[config.mk]
export PLATFORM = sky130hd
export DESIGN_NAME = image_directory_walker_core
export DESIGN_NICKNAME = d
export VERILOG_FILES = /design/src/idw_pkg.sv /design/src/image_directory_walker_core.sv /design/src/idw_front.sv /design/src/idw_back.sv
export VERILOG_INCLUDE_DIRS = /design/src /design/src/src
export SDC_FILE = /design/constraint.sdc
export NUM_CORES = 2
export LEC_CHECK = 0
export BUFFER_PORTS_ARGS = -buffer_cell sky130_fd_sc_hd__clkbuf_2
export CORE_MARGIN = 2
export CORE_UTILIZATION = 45
export CTS_CLUSTER_DIAMETER = 80
export DETAILED_ROUTE_END_ITERATION = 12
export PLACE_DENSITY = 0.64
export SETUP_SLACK_MARGIN = 0.05
export SYNTH_ARGS = -nofsm -noshare
export SYNTH_HDL_FRONTEND = slang
export SYNTH_HIERARCHICAL = 1
export SYNTH_SLANG_ARGS = --single-unit
[constraint.sdc]
create_clock -name clk -period 29.6 [get_ports clk]
set_clock_uncertainty 0.05 [all_clocks]
set_input_delay 4.44 -clock clk [delete_from_list [all_inputs] [get_ports clk]]
set_output_delay 4.44 -clock clk [all_outputs]
set_load 0.005 [all_outputs]
[src/assert_macros.svh]
// assertion helpers for the walker
`ifndef ASSERT_MACROS_SVH
`define ASSERT_MACROS_SVH

// property must hold on every clock edge outside reset
`define ASSERT_CLK(label, clk, rst, prop, msg) \
  label: assert property (@(posedge clk) disable iff (rst) (prop)) else $error(msg);

// antecedent implies consequent on the next clock edge
`define ASSERT_NEXT(label, clk, rst, ante, cons, msg) \
  label: assert property (@(posedge clk) disable iff (rst) (ante) |=> (cons)) else $error(msg);

`endif

[src/idw_pkg.sv]
// ----------------------------------------------------------------------------
// idw_pkg
// types, constants and codes shared by the image directory walker
// ----------------------------------------------------------------------------
package idw_pkg;

  localparam int unsigned POS_W = 28;
  localparam int unsigned LIM_W = 17;
  localparam logic [POS_W-1:0] MIN_IMAGE = 28'h5c;
  localparam logic [15:0] REC_MIN = 16'h1c;
  localparam logic [15:0] REC_FILE = 16'h20;
  localparam logic [15:0] TYPE_MASK = 16'hf000;
  localparam logic [15:0] TYPE_DIR = 16'h4000;
  localparam logic [15:0] TYPE_LNK = 16'ha000;
  localparam logic [LIM_W-1:0] LIMIT_RESET = 17'd100000;
  localparam int unsigned QUEUE_DEPTH = 4;

  typedef enum logic [1:0] {
    KIND_NAME = 2'd0,
    KIND_MEMBER = 2'd1,
    KIND_DONE = 2'd2,
    KIND_ERROR = 2'd3
  } kind_t;

  typedef enum logic [3:0] {
    ERR_SIGNATURE = 4'd0,
    ERR_FLAGS = 4'd1,
    ERR_SIZE = 4'd2,
    ERR_DIROFFSET = 4'd3,
    ERR_RECSIZE = 4'd4,
    ERR_SHORT = 4'd5,
    ERR_RANGE = 4'd6,
    ERR_EMPTYNAME = 4'd7,
    ERR_LIMIT = 4'd8,
    ERR_NOTERM = 4'd9,
    ERR_NOMEMBERS = 4'd10,
    ERR_LENGTH = 4'd11
  } err_t;

  typedef enum logic [2:0] {
    PH_HEADER = 3'd0,
    PH_SKIP = 3'd1,
    PH_FIXED = 3'd2,
    PH_NAME = 3'd3,
    PH_TAIL = 3'd4
  } phase_t;

  typedef enum logic [0:0] {
    REG_IMAGE_LENGTH = 1'b0,
    REG_MEMBER_LIMIT = 1'b1
  } reg_idx_t;

  typedef struct packed {
    logic [7:0] data_byte;
    logic end_of_image;
  } in_word_t;

  typedef struct packed {
    logic [1:0] result_kind;
    logic [7:0] name_char;
    logic [26:0] entry_offset;
    logic [31:0] member_offset;
    logic [31:0] member_size;
    logic [15:0] member_mode;
    logic [31:0] member_mtime;
    logic [15:0] name_count;
    logic [3:0] error_code;
    logic run_end;
  } out_word_t;

  // what the front hands to the back for one byte: up to two results
  typedef struct packed {
    logic [1:0] count;
    out_word_t first;
    out_word_t second;
  } job_t;

  function automatic logic [7:0] sig_char(input logic [2:0] i);
    case (i)
      3'd0: sig_char = 8'h69;
      3'd1: sig_char = 8'h6d;
      3'd2: sig_char = 8'h61;
      3'd3: sig_char = 8'h67;
      3'd4: sig_char = 8'h65;
      3'd5: sig_char = 8'h66;
      3'd6: sig_char = 8'h73;
      default: sig_char = 8'h00;
    endcase
  endfunction

endpackage

[src/image_directory_walker_core.sv]
// ----------------------------------------------------------------------------
// image_directory_walker_core
// Walks the directory of a decompressed image filesystem streamed one byte
// per cycle. A byte is taken every cycle while the job queue has room; each
// byte yields zero, one or two result words, which are registered in a
// queue of four jobs that keeps one entry spare, so the input stalls once
// three jobs wait; words leave the queue one per cycle while the consumer
// does not stall. Sustained rate is one byte per cycle unless the consumer
// stalls or bytes that yield words arrive faster than words drain.
// ----------------------------------------------------------------------------
`include "assert_macros.svh"
module image_directory_walker_core #(
  parameter int unsigned QueueDepth = idw_pkg::QUEUE_DEPTH
) (
  input  logic clk,
  input  logic rst,
  input  logic in_valid,
  output logic in_stall,
  input  idw_pkg::in_word_t in_data,
  output logic out_valid,
  input  logic out_stall,
  output idw_pkg::out_word_t out_data,
  input  logic cfg_valid,
  output logic cfg_ready,
  input  logic cfg_index,
  input  logic [31:0] cfg_data
);
  import idw_pkg::*;

  logic [POS_W-1:0] image_length;
  logic [LIM_W-1:0] member_limit;
  logic take, room, empty;
  job_t job;

  assign cfg_ready = 1'b1;
  assign in_stall = !room;
  assign take = in_valid && room;

  always_ff @(posedge clk) begin
    if (rst) begin
      image_length <= '0;
      member_limit <= LIMIT_RESET;
    end else if (cfg_valid) begin
      case (cfg_index)
        REG_IMAGE_LENGTH: image_length <= cfg_data[POS_W-1:0];
        REG_MEMBER_LIMIT: member_limit <= cfg_data[LIM_W-1:0];
        default: ;
      endcase
    end
  end

  idw_front u_front (
    .clk(clk), .rst(rst), .take(take), .in_word(in_data),
    .image_length(image_length), .member_limit(member_limit), .job(job)
  );

  idw_back #(.Depth(QueueDepth)) u_back (
    .clk(clk), .rst(rst), .push(take), .job(job), .room(room), .empty(empty),
    .out_valid(out_valid), .out_stall(out_stall), .out_word(out_data)
  );

  `ASSERT_CLK(a_valid_empty, clk, rst, out_valid == !empty, "valid mismatch")

endmodule

[src/idw_front.sv]
// ----------------------------------------------------------------------------
// idw_front
// parses one image byte per cycle while take is high and produces the results that byte causes
// ----------------------------------------------------------------------------
`include "assert_macros.svh"
module idw_front (
  input  logic clk,
  input  logic rst,
  input  logic take,
  input  idw_pkg::in_word_t in_word,
  input  logic [idw_pkg::POS_W-1:0] image_length,
  input  logic [idw_pkg::LIM_W-1:0] member_limit,
  output idw_pkg::job_t job
);
  import idw_pkg::*;

  logic [POS_W-1:0] byte_position, byte_position_next;
  phase_t walk_phase, walk_phase_next;
  logic [31:0] directory_start, directory_start_next;
  logic [POS_W-1:0] record_start, record_start_next;
  logic [POS_W-1:0] bytes_remaining, bytes_remaining_next;
  logic [15:0] record_length, record_length_next;
  logic [15:0] mode_word, mode_word_next;
  logic [31:0] time_word, time_word_next;
  logic [31:0] data_offset_word, data_offset_word_next;
  logic [31:0] data_size_word, data_size_word_next;
  logic [15:0] name_bytes_seen, name_bytes_seen_next;
  logic [LIM_W-1:0] members_found, members_found_next;
  logic walk_closed, walk_closed_next;

  // compares on the held record fields
  logic [POS_W:0] next_rec;
  logic next_bad;
  logic [32:0] range_room;

  always_ff @(posedge clk) begin
    if (rst) begin
      byte_position <= '0;
      walk_phase <= PH_HEADER;
      directory_start <= '0;
      record_start <= '0;
      bytes_remaining <= '0;
      record_length <= '0;
      mode_word <= '0;
      time_word <= '0;
      data_offset_word <= '0;
      data_size_word <= '0;
      name_bytes_seen <= '0;
      members_found <= '0;
      walk_closed <= 1'b0;
    end else if (take) begin
      byte_position <= byte_position_next;
      walk_phase <= walk_phase_next;
      directory_start <= directory_start_next;
      record_start <= record_start_next;
      bytes_remaining <= bytes_remaining_next;
      record_length <= record_length_next;
      mode_word <= mode_word_next;
      time_word <= time_word_next;
      data_offset_word <= data_offset_word_next;
      data_size_word <= data_size_word_next;
      name_bytes_seen <= name_bytes_seen_next;
      members_found <= members_found_next;
      walk_closed <= walk_closed_next;
    end
  end

  always_comb begin
    logic [7:0] b;
    logic [POS_W-1:0] p;
    logic [POS_W-1:0] off;
    logic [1:0] n;
    out_word_t r0, r1, w;
    logic [15:0] rl;
    logic [15:0] mw;
    logic [31:0] dsw;
    logic [31:0] d;
    logic [4:0] sh;
    logic fin;
    logic last_rec;
    logic [POS_W-1:0] at;
    logic do_start;
    logic [15:0] nb;

    b = in_word.data_byte;
    p = byte_position;
    off = p - record_start;
    n = 2'd0;
    r0 = '0;
    r1 = '0;
    w = '0;
    rl = record_length;
    mw = mode_word;
    dsw = data_size_word;
    d = directory_start;
    sh = 5'd0;
    fin = 1'b0;
    last_rec = 1'b0;
    at = '0;
    do_start = 1'b0;
    nb = name_bytes_seen;
    next_rec = {1'b0, record_start} + {{(POS_W-15){1'b0}}, record_length};
    next_bad = (next_rec > {1'b0, image_length}) ||
               (({1'b0, image_length} - next_rec) < {{(POS_W-15){1'b0}}, REC_MIN});
    range_room = {5'd0, image_length} - {1'b0, data_offset_word};

    byte_position_next = p + 1'b1;
    walk_phase_next = walk_phase;
    directory_start_next = directory_start;
    record_start_next = record_start;
    bytes_remaining_next = bytes_remaining;
    record_length_next = record_length;
    mode_word_next = mode_word;
    time_word_next = time_word;
    data_offset_word_next = data_offset_word;
    data_size_word_next = data_size_word;
    name_bytes_seen_next = name_bytes_seen;
    members_found_next = members_found;
    walk_closed_next = walk_closed;

    if (!walk_closed) begin
      if (in_word.end_of_image && ({1'b0, p} + 1'b1) != {1'b0, image_length}) begin
        fin = 1'b1;
        w = '0;
        w.result_kind = KIND_ERROR;
        w.error_code = ERR_LENGTH;
        r0 = w;
        n = 2'd1;
        walk_closed_next = 1'b1;
      end else if (walk_phase == PH_HEADER) begin
        if (p == '0 && image_length <= MIN_IMAGE) begin
          w.result_kind = KIND_ERROR;
          w.error_code = ERR_LENGTH;
          r0 = w;
          n = 2'd1;
          walk_closed_next = 1'b1;
        end else if (p < 28'd7) begin
          if (b != sig_char(p[2:0])) begin
            w.result_kind = KIND_ERROR;
            w.error_code = ERR_SIGNATURE;
            r0 = w;
            n = 2'd1;
            walk_closed_next = 1'b1;
          end
        end else if (p == 28'd7) begin
          if (b != 8'd0 && b != 8'd4) begin
            w.result_kind = KIND_ERROR;
            w.error_code = ERR_FLAGS;
            r0 = w;
            n = 2'd1;
            walk_closed_next = 1'b1;
          end
        end else if (p >= 28'd8 && p <= 28'd11) begin
          sh = {p[1:0], 3'b000};
          dsw = data_size_word | ({24'd0, b} << sh);
          data_size_word_next = dsw;
          if (p == 28'd11 && dsw != {4'd0, image_length}) begin
            w.result_kind = KIND_ERROR;
            w.error_code = ERR_SIZE;
            r0 = w;
            n = 2'd1;
            walk_closed_next = 1'b1;
          end
        end else if (p >= 28'd16 && p <= 28'd19) begin
          sh = {p[1:0], 3'b000};
          d = directory_start | ({24'd0, b} << sh);
          directory_start_next = d;
          if (p == 28'd19) begin
            if (d[31] || d < {4'd0, MIN_IMAGE} || d >= {4'd0, image_length}) begin
              w.result_kind = KIND_ERROR;
              w.error_code = ERR_DIROFFSET;
              r0 = w;
              n = 2'd1;
              walk_closed_next = 1'b1;
            end else if ((image_length - d[POS_W-1:0]) < {{(POS_W-16){1'b0}}, REC_MIN}) begin
              w.result_kind = KIND_ERROR;
              w.error_code = ERR_NOTERM;
              r0 = w;
              n = 2'd1;
              walk_closed_next = 1'b1;
            end else begin
              walk_phase_next = PH_SKIP;
            end
          end
        end
      end else if (walk_phase != PH_SKIP) begin
        if (walk_phase == PH_FIXED) begin
          if (off == '0) begin
            rl = {8'd0, b};
            record_length_next = rl;
          end else if (off == 28'd1) begin
            rl = {b, record_length[7:0]};
            record_length_next = rl;
            if (rl == 16'd0) begin
              walk_closed_next = 1'b1;
              if (members_found != '0) begin
                w.result_kind = KIND_DONE;
              end else begin
                w.result_kind = KIND_ERROR;
                w.error_code = ERR_NOMEMBERS;
              end
              r0 = w;
              n = 2'd1;
            end else if ({{(POS_W-16){1'b0}}, rl} > bytes_remaining || rl < REC_MIN) begin
              w.result_kind = KIND_ERROR;
              w.error_code = ERR_RECSIZE;
              r0 = w;
              n = 2'd1;
              walk_closed_next = 1'b1;
            end
          end else if (off == 28'd8) begin
            mode_word_next = {8'd0, b};
          end else if (off == 28'd9) begin
            mw = {b, mode_word[7:0]};
            mode_word_next = mw;
            if ((mw & TYPE_MASK) == TYPE_DIR || (mw & TYPE_MASK) == TYPE_LNK) begin
              walk_phase_next = PH_TAIL;
            end else if (record_length < REC_FILE) begin
              w.result_kind = KIND_ERROR;
              w.error_code = ERR_SHORT;
              r0 = w;
              n = 2'd1;
              walk_closed_next = 1'b1;
            end
          end else if (off >= 28'h14 && off <= 28'h17) begin
            sh = {off[1:0], 3'b000};
            time_word_next = time_word | ({24'd0, b} << sh);
          end else if (off >= 28'h18 && off <= 28'h1b) begin
            sh = {off[1:0], 3'b000};
            data_offset_word_next = data_offset_word | ({24'd0, b} << sh);
          end else if (off >= 28'h1c && off <= 28'h1f) begin
            sh = {off[1:0], 3'b000};
            dsw = data_size_word | ({24'd0, b} << sh);
            data_size_word_next = dsw;
            if (off == 28'h1f) begin
              if (data_offset_word > {4'd0, image_length} ||
                  {1'b0, dsw} > range_room) begin
                w.result_kind = KIND_ERROR;
                w.error_code = ERR_RANGE;
                r0 = w;
                n = 2'd1;
                walk_closed_next = 1'b1;
              end else if (record_length == REC_FILE) begin
                w.result_kind = KIND_ERROR;
                w.error_code = ERR_EMPTYNAME;
                r0 = w;
                n = 2'd1;
                walk_closed_next = 1'b1;
              end else begin
                walk_phase_next = PH_NAME;
              end
            end
          end
        end else if (walk_phase == PH_NAME) begin
          last_rec = (b == 8'd0) || ((off + 1'b1) == {{(POS_W-16){1'b0}}, record_length});
          if (b != 8'd0) begin
            nb = name_bytes_seen + 1'b1;
            name_bytes_seen_next = nb;
            if (members_found < member_limit) begin
              w = '0;
              w.result_kind = KIND_NAME;
              w.name_char = b;
              r0 = w;
              n = 2'd1;
            end
          end
          if (last_rec) begin
            walk_phase_next = PH_TAIL;
            w = '0;
            if (nb == 16'd0) begin
              w.result_kind = KIND_ERROR;
              w.error_code = ERR_EMPTYNAME;
              walk_closed_next = 1'b1;
            end else if (members_found >= member_limit) begin
              w.result_kind = KIND_ERROR;
              w.error_code = ERR_LIMIT;
              walk_closed_next = 1'b1;
            end else begin
              members_found_next = members_found + 1'b1;
              w.result_kind = KIND_MEMBER;
              w.entry_offset = record_start[26:0];
              w.member_offset = data_offset_word;
              w.member_size = data_size_word;
              w.member_mode = mode_word;
              w.member_mtime = time_word;
              w.name_count = nb;
            end
            if (n == 2'd0) r0 = w;
            else r1 = w;
            n = n + 1'b1;
          end
        end

        if (!walk_closed_next && off >= 28'h1b &&
            (off + 1'b1) == {{(POS_W-16){1'b0}}, rl}) begin
          if (next_bad) begin
            w = '0;
            w.result_kind = KIND_ERROR;
            w.error_code = ERR_NOTERM;
            if (n == 2'd2) n = 2'd1;
            if (n == 2'd0) r0 = w;
            else r1 = w;
            n = n + 1'b1;
            walk_closed_next = 1'b1;
          end else begin
            at = next_rec[POS_W-1:0];
            do_start = 1'b1;
          end
        end
      end

      if (!walk_closed_next && walk_phase_next == PH_SKIP &&
          ({1'b0, p} + 1'b1) == {1'b0, directory_start[POS_W-1:0]} &&
          directory_start[31:POS_W] == '0) begin
        at = directory_start[POS_W-1:0];
        do_start = 1'b1;
      end
      if (do_start) begin
        record_start_next = at;
        bytes_remaining_next = image_length - at;
        record_length_next = '0;
        mode_word_next = '0;
        time_word_next = '0;
        data_offset_word_next = '0;
        data_size_word_next = '0;
        name_bytes_seen_next = '0;
        walk_phase_next = PH_FIXED;
      end
      if (!walk_closed_next && in_word.end_of_image && n < 2'd2) begin
        w = '0;
        w.result_kind = KIND_ERROR;
        w.error_code = ERR_NOTERM;
        if (n == 2'd0) r0 = w;
        else r1 = w;
        n = n + 1'b1;
        walk_closed_next = 1'b1;
      end
    end

    if (n == 2'd1) r0.run_end = 1'b1;
    if (n == 2'd2) r1.run_end = 1'b1;
    if (fin) begin
      r0.run_end = 1'b1;
    end
    job.count = n;
    job.first = r0;
    job.second = r1;

    if (in_word.end_of_image) begin
      byte_position_next = '0;
      walk_phase_next = PH_HEADER;
      directory_start_next = '0;
      record_start_next = '0;
      bytes_remaining_next = '0;
      record_length_next = '0;
      mode_word_next = '0;
      time_word_next = '0;
      data_offset_word_next = '0;
      data_size_word_next = '0;
      name_bytes_seen_next = '0;
      members_found_next = '0;
      walk_closed_next = 1'b0;
    end
  end

  `ASSERT_NEXT(a_closed_quiet, clk, rst, take && walk_closed && !in_word.end_of_image,
               walk_closed, "walk reopened without end mark")
  `ASSERT_CLK(a_closed_no_out, clk, rst, !walk_closed || job.count == 2'd0,
              "closed walk produced results")
  `ASSERT_CLK(a_count_max, clk, rst, job.count != 2'd3, "more than two results")

endmodule

[src/idw_back.sv]
// ----------------------------------------------------------------------------
// idw_back
// queues jobs from the front and streams their results one word at a time
// ----------------------------------------------------------------------------
`include "assert_macros.svh"
module idw_back #(
  parameter int unsigned Depth = idw_pkg::QUEUE_DEPTH
) (
  input  logic clk,
  input  logic rst,
  input  logic push,
  input  idw_pkg::job_t job,
  output logic room,
  output logic empty,
  output logic out_valid,
  input  logic out_stall,
  output idw_pkg::out_word_t out_word
);
  import idw_pkg::*;

  localparam int unsigned AW = (Depth > 1) ? $clog2(Depth) : 1;

  job_t mem [Depth];
  logic [AW-1:0] wr_ptr, rd_ptr;
  logic [AW:0] fill;
  logic half;
  logic pop, advance, push_q;
  job_t head;

  assign push_q = push && job.count != 2'd0;
  assign head = mem[rd_ptr];
  assign empty = (fill == '0);
  // keep one slot spare so the input side never depends on the output side
  assign room = (fill < (AW+1)'(Depth - 1));
  assign out_valid = !empty;
  assign out_word = half ? head.second : head.first;
  assign advance = out_valid && !out_stall;
  assign pop = advance && (half || head.count == 2'd1);

  always_ff @(posedge clk) begin
    if (push_q) mem[wr_ptr] <= job;
  end

  always_ff @(posedge clk) begin
    if (rst) begin
      wr_ptr <= '0;
      rd_ptr <= '0;
      fill <= '0;
      half <= 1'b0;
    end else begin
      if (push_q) wr_ptr <= (wr_ptr == AW'(Depth - 1)) ? '0 : wr_ptr + 1'b1;
      if (pop) rd_ptr <= (rd_ptr == AW'(Depth - 1)) ? '0 : rd_ptr + 1'b1;
      fill <= fill + (AW+1)'(push_q) - (AW+1)'(pop);
      if (pop) half <= 1'b0;
      else if (advance) half <= 1'b1;
    end
  end

  `ASSERT_CLK(a_no_overflow, clk, rst, !(push_q && fill == (AW+1)'(Depth)),
              "queue overflow")
  `ASSERT_CLK(a_half_two, clk, rst, !half || (!empty && head.count == 2'd2),
              "second half of a single result")

endmodule
==> summary.md <==
| Metric | Value |
|---|---|
| CP Capture Type | `register` |
| Rows | `156` |
| Global router's overall resource usage | `0.245` |
| Max clock buf depth | `3` |
| Max Clock Freq | `70.6 MHz` |
| Yosys warns | `6` |
| Crit path max fanout | `27` |
| Setup Viol. Count Final | `0` |
| Worst hold path depth | `1` |
| Via density per instance | `roughly 6.0` |
| 1st-iter DRT viols | `5372` |
| Critical path class | `in -> reg` |
| Synth top area cells | `edfxtp_1 50%, mux4_2 9.3%, dfxtp_1 8.2%` |
| Worst Setup Start Kind | `primary input` |
| Yosys top cell area share | `0.499` |
| CP max-delay cell | `a2111oi_0` |
| Peak VDD IR | `~0.000063 V` |
| Share of cells above drive strength 1 | `0.192` |
| CTS resizes | `0` |
| RSZ-0062 raised after global routing | `false` |
| Largest net degree at the start of global routing | `around 150` |
| Mean area per synthesized cell | `between 10 and 15 um2` |
| Class of the worst hold path | `reg -> reg` |
| Setup_tns | `0 ns` |
| Post-synthesis cell area | `between 80000 and 90000 um2` |
| Reg power frac | `0.421` |
| Die width | `between 400 and 500 um` |
| Top FF cell, synth | `edfxtp_1` |
| DRC | `0` |
| Worst-Margin Slew | `1.29 ns` |
| Combinational power share | `0.244` |
| Core Region | `between 150000 and 200000 um2` |
| Synth Area in Compound Gates | `0.0910` |
| Adder-cell share of the synthesized area | `0.0418` |
| Setup bufs post-CTS | `0` |
| Largest area contributor in the netlist | `edfxtp_1` |
| Worst Setup Slack, final | `15.44 ns` |
| Leak | `30.6 nW` |
| Number of global-route vias before repair | `52.1k` |
| CTS tree | `done` |
| Clock root cell | `clkbuf_16` |
| Congestion Overflow GR | `0` |
| Final ANT Viol Nets | `0` |
| Max Cap Viol | `0` |
| Number of port buffers | `214` |
| Die area | `186000 um2` |
| Max incr delay on CP | `just over 0.8 ns` |
| P_int | `4.87 mW` |
| Skew-Pair Late Insertion Delay | `~0.85 ns` |
| Min cycle time layout | `14.16 ns` |
| Layout Nets | `6558` |
| Post-synthesis simple-gate area fraction | `0.105` |
| Post-synth EDFFs | `1368` |
| Commonest cells after routing, fill and taps aside | `1368 x edfxtp_1, 415 x nor2_1, 340 x mux4_2` |
| Max Slew Vio Count | `0` |
| Initial antenna violation count | `10` |
| CP arrival | `14.79 ns` |
| Starting Density | `0.454` |
| Ys async rst share | `0` |
| Run status | `complete, no violations` |
| Routability cong. | `slightly below 1` |
| Clock slew at reported path FFs | `0.06 ns` |
| Pre-CTS WS | `between 10 and 15 ns` |
| DRT Wirelength | `231 mm` |
| Main combinational cell family by area after synthesis | `multiplexers` |
| Clk pwr share | `0.335` |
| Seq/Total Area, Yosys | `0.581` |
| # IOs | `220` |
| Switching share of power | `0.281` |
| Multiplexer area fraction after synthesis | `0.122` |
| Die height | `432 um` |
| First-pass GRT wire length | `340 mm` |
| Hold_buf cts | `0` |
| Final worst path period share | `0.478` |
| Slew Limit Headroom | `0.119` |
| Required time worst endpoint | `30.23 ns` |
| Num Clock Sinks | `1704` |
| Final count of hold timing violations | `0` |
| Htree depth | `4` |
| Flops & latches, synth | `about 1.7k` |
| Post-Synthesis Cells | `6055` |
| Synth Area in XOR/XNOR | `0.0300` |
| Power density over the cells | `between 70 and 80 nW/um2` |
| Worst reg2reg path depth | `34` |
| Distinct cells, synth | `between 100 and 150` |
| Pre-Repair DR Iteration Count | `7` |
| Detailed placer's ending HPWL | `roughly 150 mm` |
| Wire per inst | `about 26 um` |
| Sw power | `between 1.5 and 2 mW` |
| Num CTS Buffers | `about 180` |
| Routed via count | `53.0k` |
| Area growth from synthesis to layout | `11.6%` |
| Commonest non-fill, non-tap cell in the layout | `edfxtp_1` |
## final cells by class
cell class	instances	area, um2
fillers	15300	89400
flip-flops and latches	1704	47800
multi-input cells	3799	32200
clock buffers	234	4760
well taps	2370	2970
repair buffers	328	1980
clock inverters	98	1290
inverters	230	863
diodes	1	2.50
## per-stage QoR
step                hold slack (ns)  std cells  area (um2)  total power [mW]   util
finish                        0.415       8764       91900              6.78  0.507
global placement              0.397       8431       85800              4.57  0.473
CTS                           0.418       8763       91900              6.86  0.507
floorplan                     0.383       6062       82300              4.06      -
global route                  0.426       8763       91900              7.07  0.507
detailed placement            0.401       8431       85800              4.59  0.473
## synth_stat cells (14+ instances only)
master / number
nand2_1: 196
buf_4: 18
xnor2_1: 178
mux4_2: 340
a22o_1: 37
o2bb2ai_1: 18
o22ai_1: 45
nand4_1: 70
edfxtp_1: 1368
ha_1: 267
nor4_1: 58
o21ai_0: 158
a32oi_1: 21
buf_1: 24
dfxtp_1: 336
clkbuf_1: 186
and2_1: 263
inv_1: 229
buf_2: 88
nand2b_1: 95
and3_1: 62
mux2i_1: 40
nor2_1: 416
o21bai_1: 16
xor2_1: 94
a21oi_1: 294
o21a_1: 27
nand3_1: 87
nor2b_1: 44
nor3_1: 125
and4_1: 14
or3_1: 38
a22oi_1: 23
a31oi_1: 35
a2111oi_0: 14
mux2_2: 177
nor3b_1: 25
o211ai_1: 19
nand4bb_1: 15
o21ai_1: 14
or2_2: 21
a21o_1: 137
a211oi_1: 27
## worst max-delay path, delay by kind of cell
kind,cells,cell delay [ns]
AND/OR/NAND/NOR,5,1.35
adder cells (fa/ha/maj),2,0.49
multiplexers,1,0.32
buffers and inverters,6,1.73
AO/OA/AOI/OAI,24,6.18
XOR/XNOR,1,0.17
## registers in the layout, indices dropped and copies added (netlist names), 3 cells and up, named ones only
| signal | cells |
|---|---|
| u_back/mem | 1368 |
| u_front/data_offset_word | 32 |
| u_front/data_size_word | 32 |
| u_front/directory_start | 32 |
| u_front/time_word | 32 |
| image_length | 28 |
| u_front/byte_position | 28 |
| u_front/bytes_remaining | 28 |
| u_front/record_start | 28 |
| member_limit | 17 |
| u_front/members_found | 17 |
| u_front/mode_word | 16 |
| u_front/name_bytes_seen | 16 |
| u_front/record_length | 16 |
| u_back/fill | 3 |
| u_front/walk_phase | 3 |
## kinds of logic after synthesis
logic type,after synthesis
buffers and inverters,559
other,2
xor gates and xnor gates,276
and+or+nand+nor,1604
muxes,558
adders and majority gates,272
DFF,1704
AOI/OAI and AO/OA,1080
## final timing paths
check / startpoint / end / slack (ns)
worst max-delay path: in_data[2] / u_front/bytes_remaining[26]$_SDFFE_PP0P_ / 15.44
worst min-delay path: member_limit[16]$_SDFFE_PP1P_ / member_limit[16]$_SDFFE_PP1P_ / 0.42
worst max register to register: u_front/record_start[0]$_SDFFE_PP0P_ / u_back/mem[0][306]$_DFFE_PP_ / 17.18
worst min register to register: member_limit[16]$_SDFFE_PP1P_ / member_limit[16]$_SDFFE_PP1P_ / 0.42
## routing by layer
layer	vias to the layer above	routed length [um]	track usage
met5	-	0	0
met4	0	9430	0.0950
met3	464	16400	0.0428
met2	2013	108000	0.390
met1	26900	97200	0.335
li1	23600	-	-
## power groups by stage
stage               clock network (mW)  logic (mW)  registers, mW
floorplan                            0        1.14           2.92
global placement                     0        1.68           2.89
detailed placement                   0        1.68           2.90
CTS                               2.32        1.69           2.85
global route                      2.41        1.79           2.87
finish                            2.27        1.65           2.85
Power figures use the tool's default switching activity.
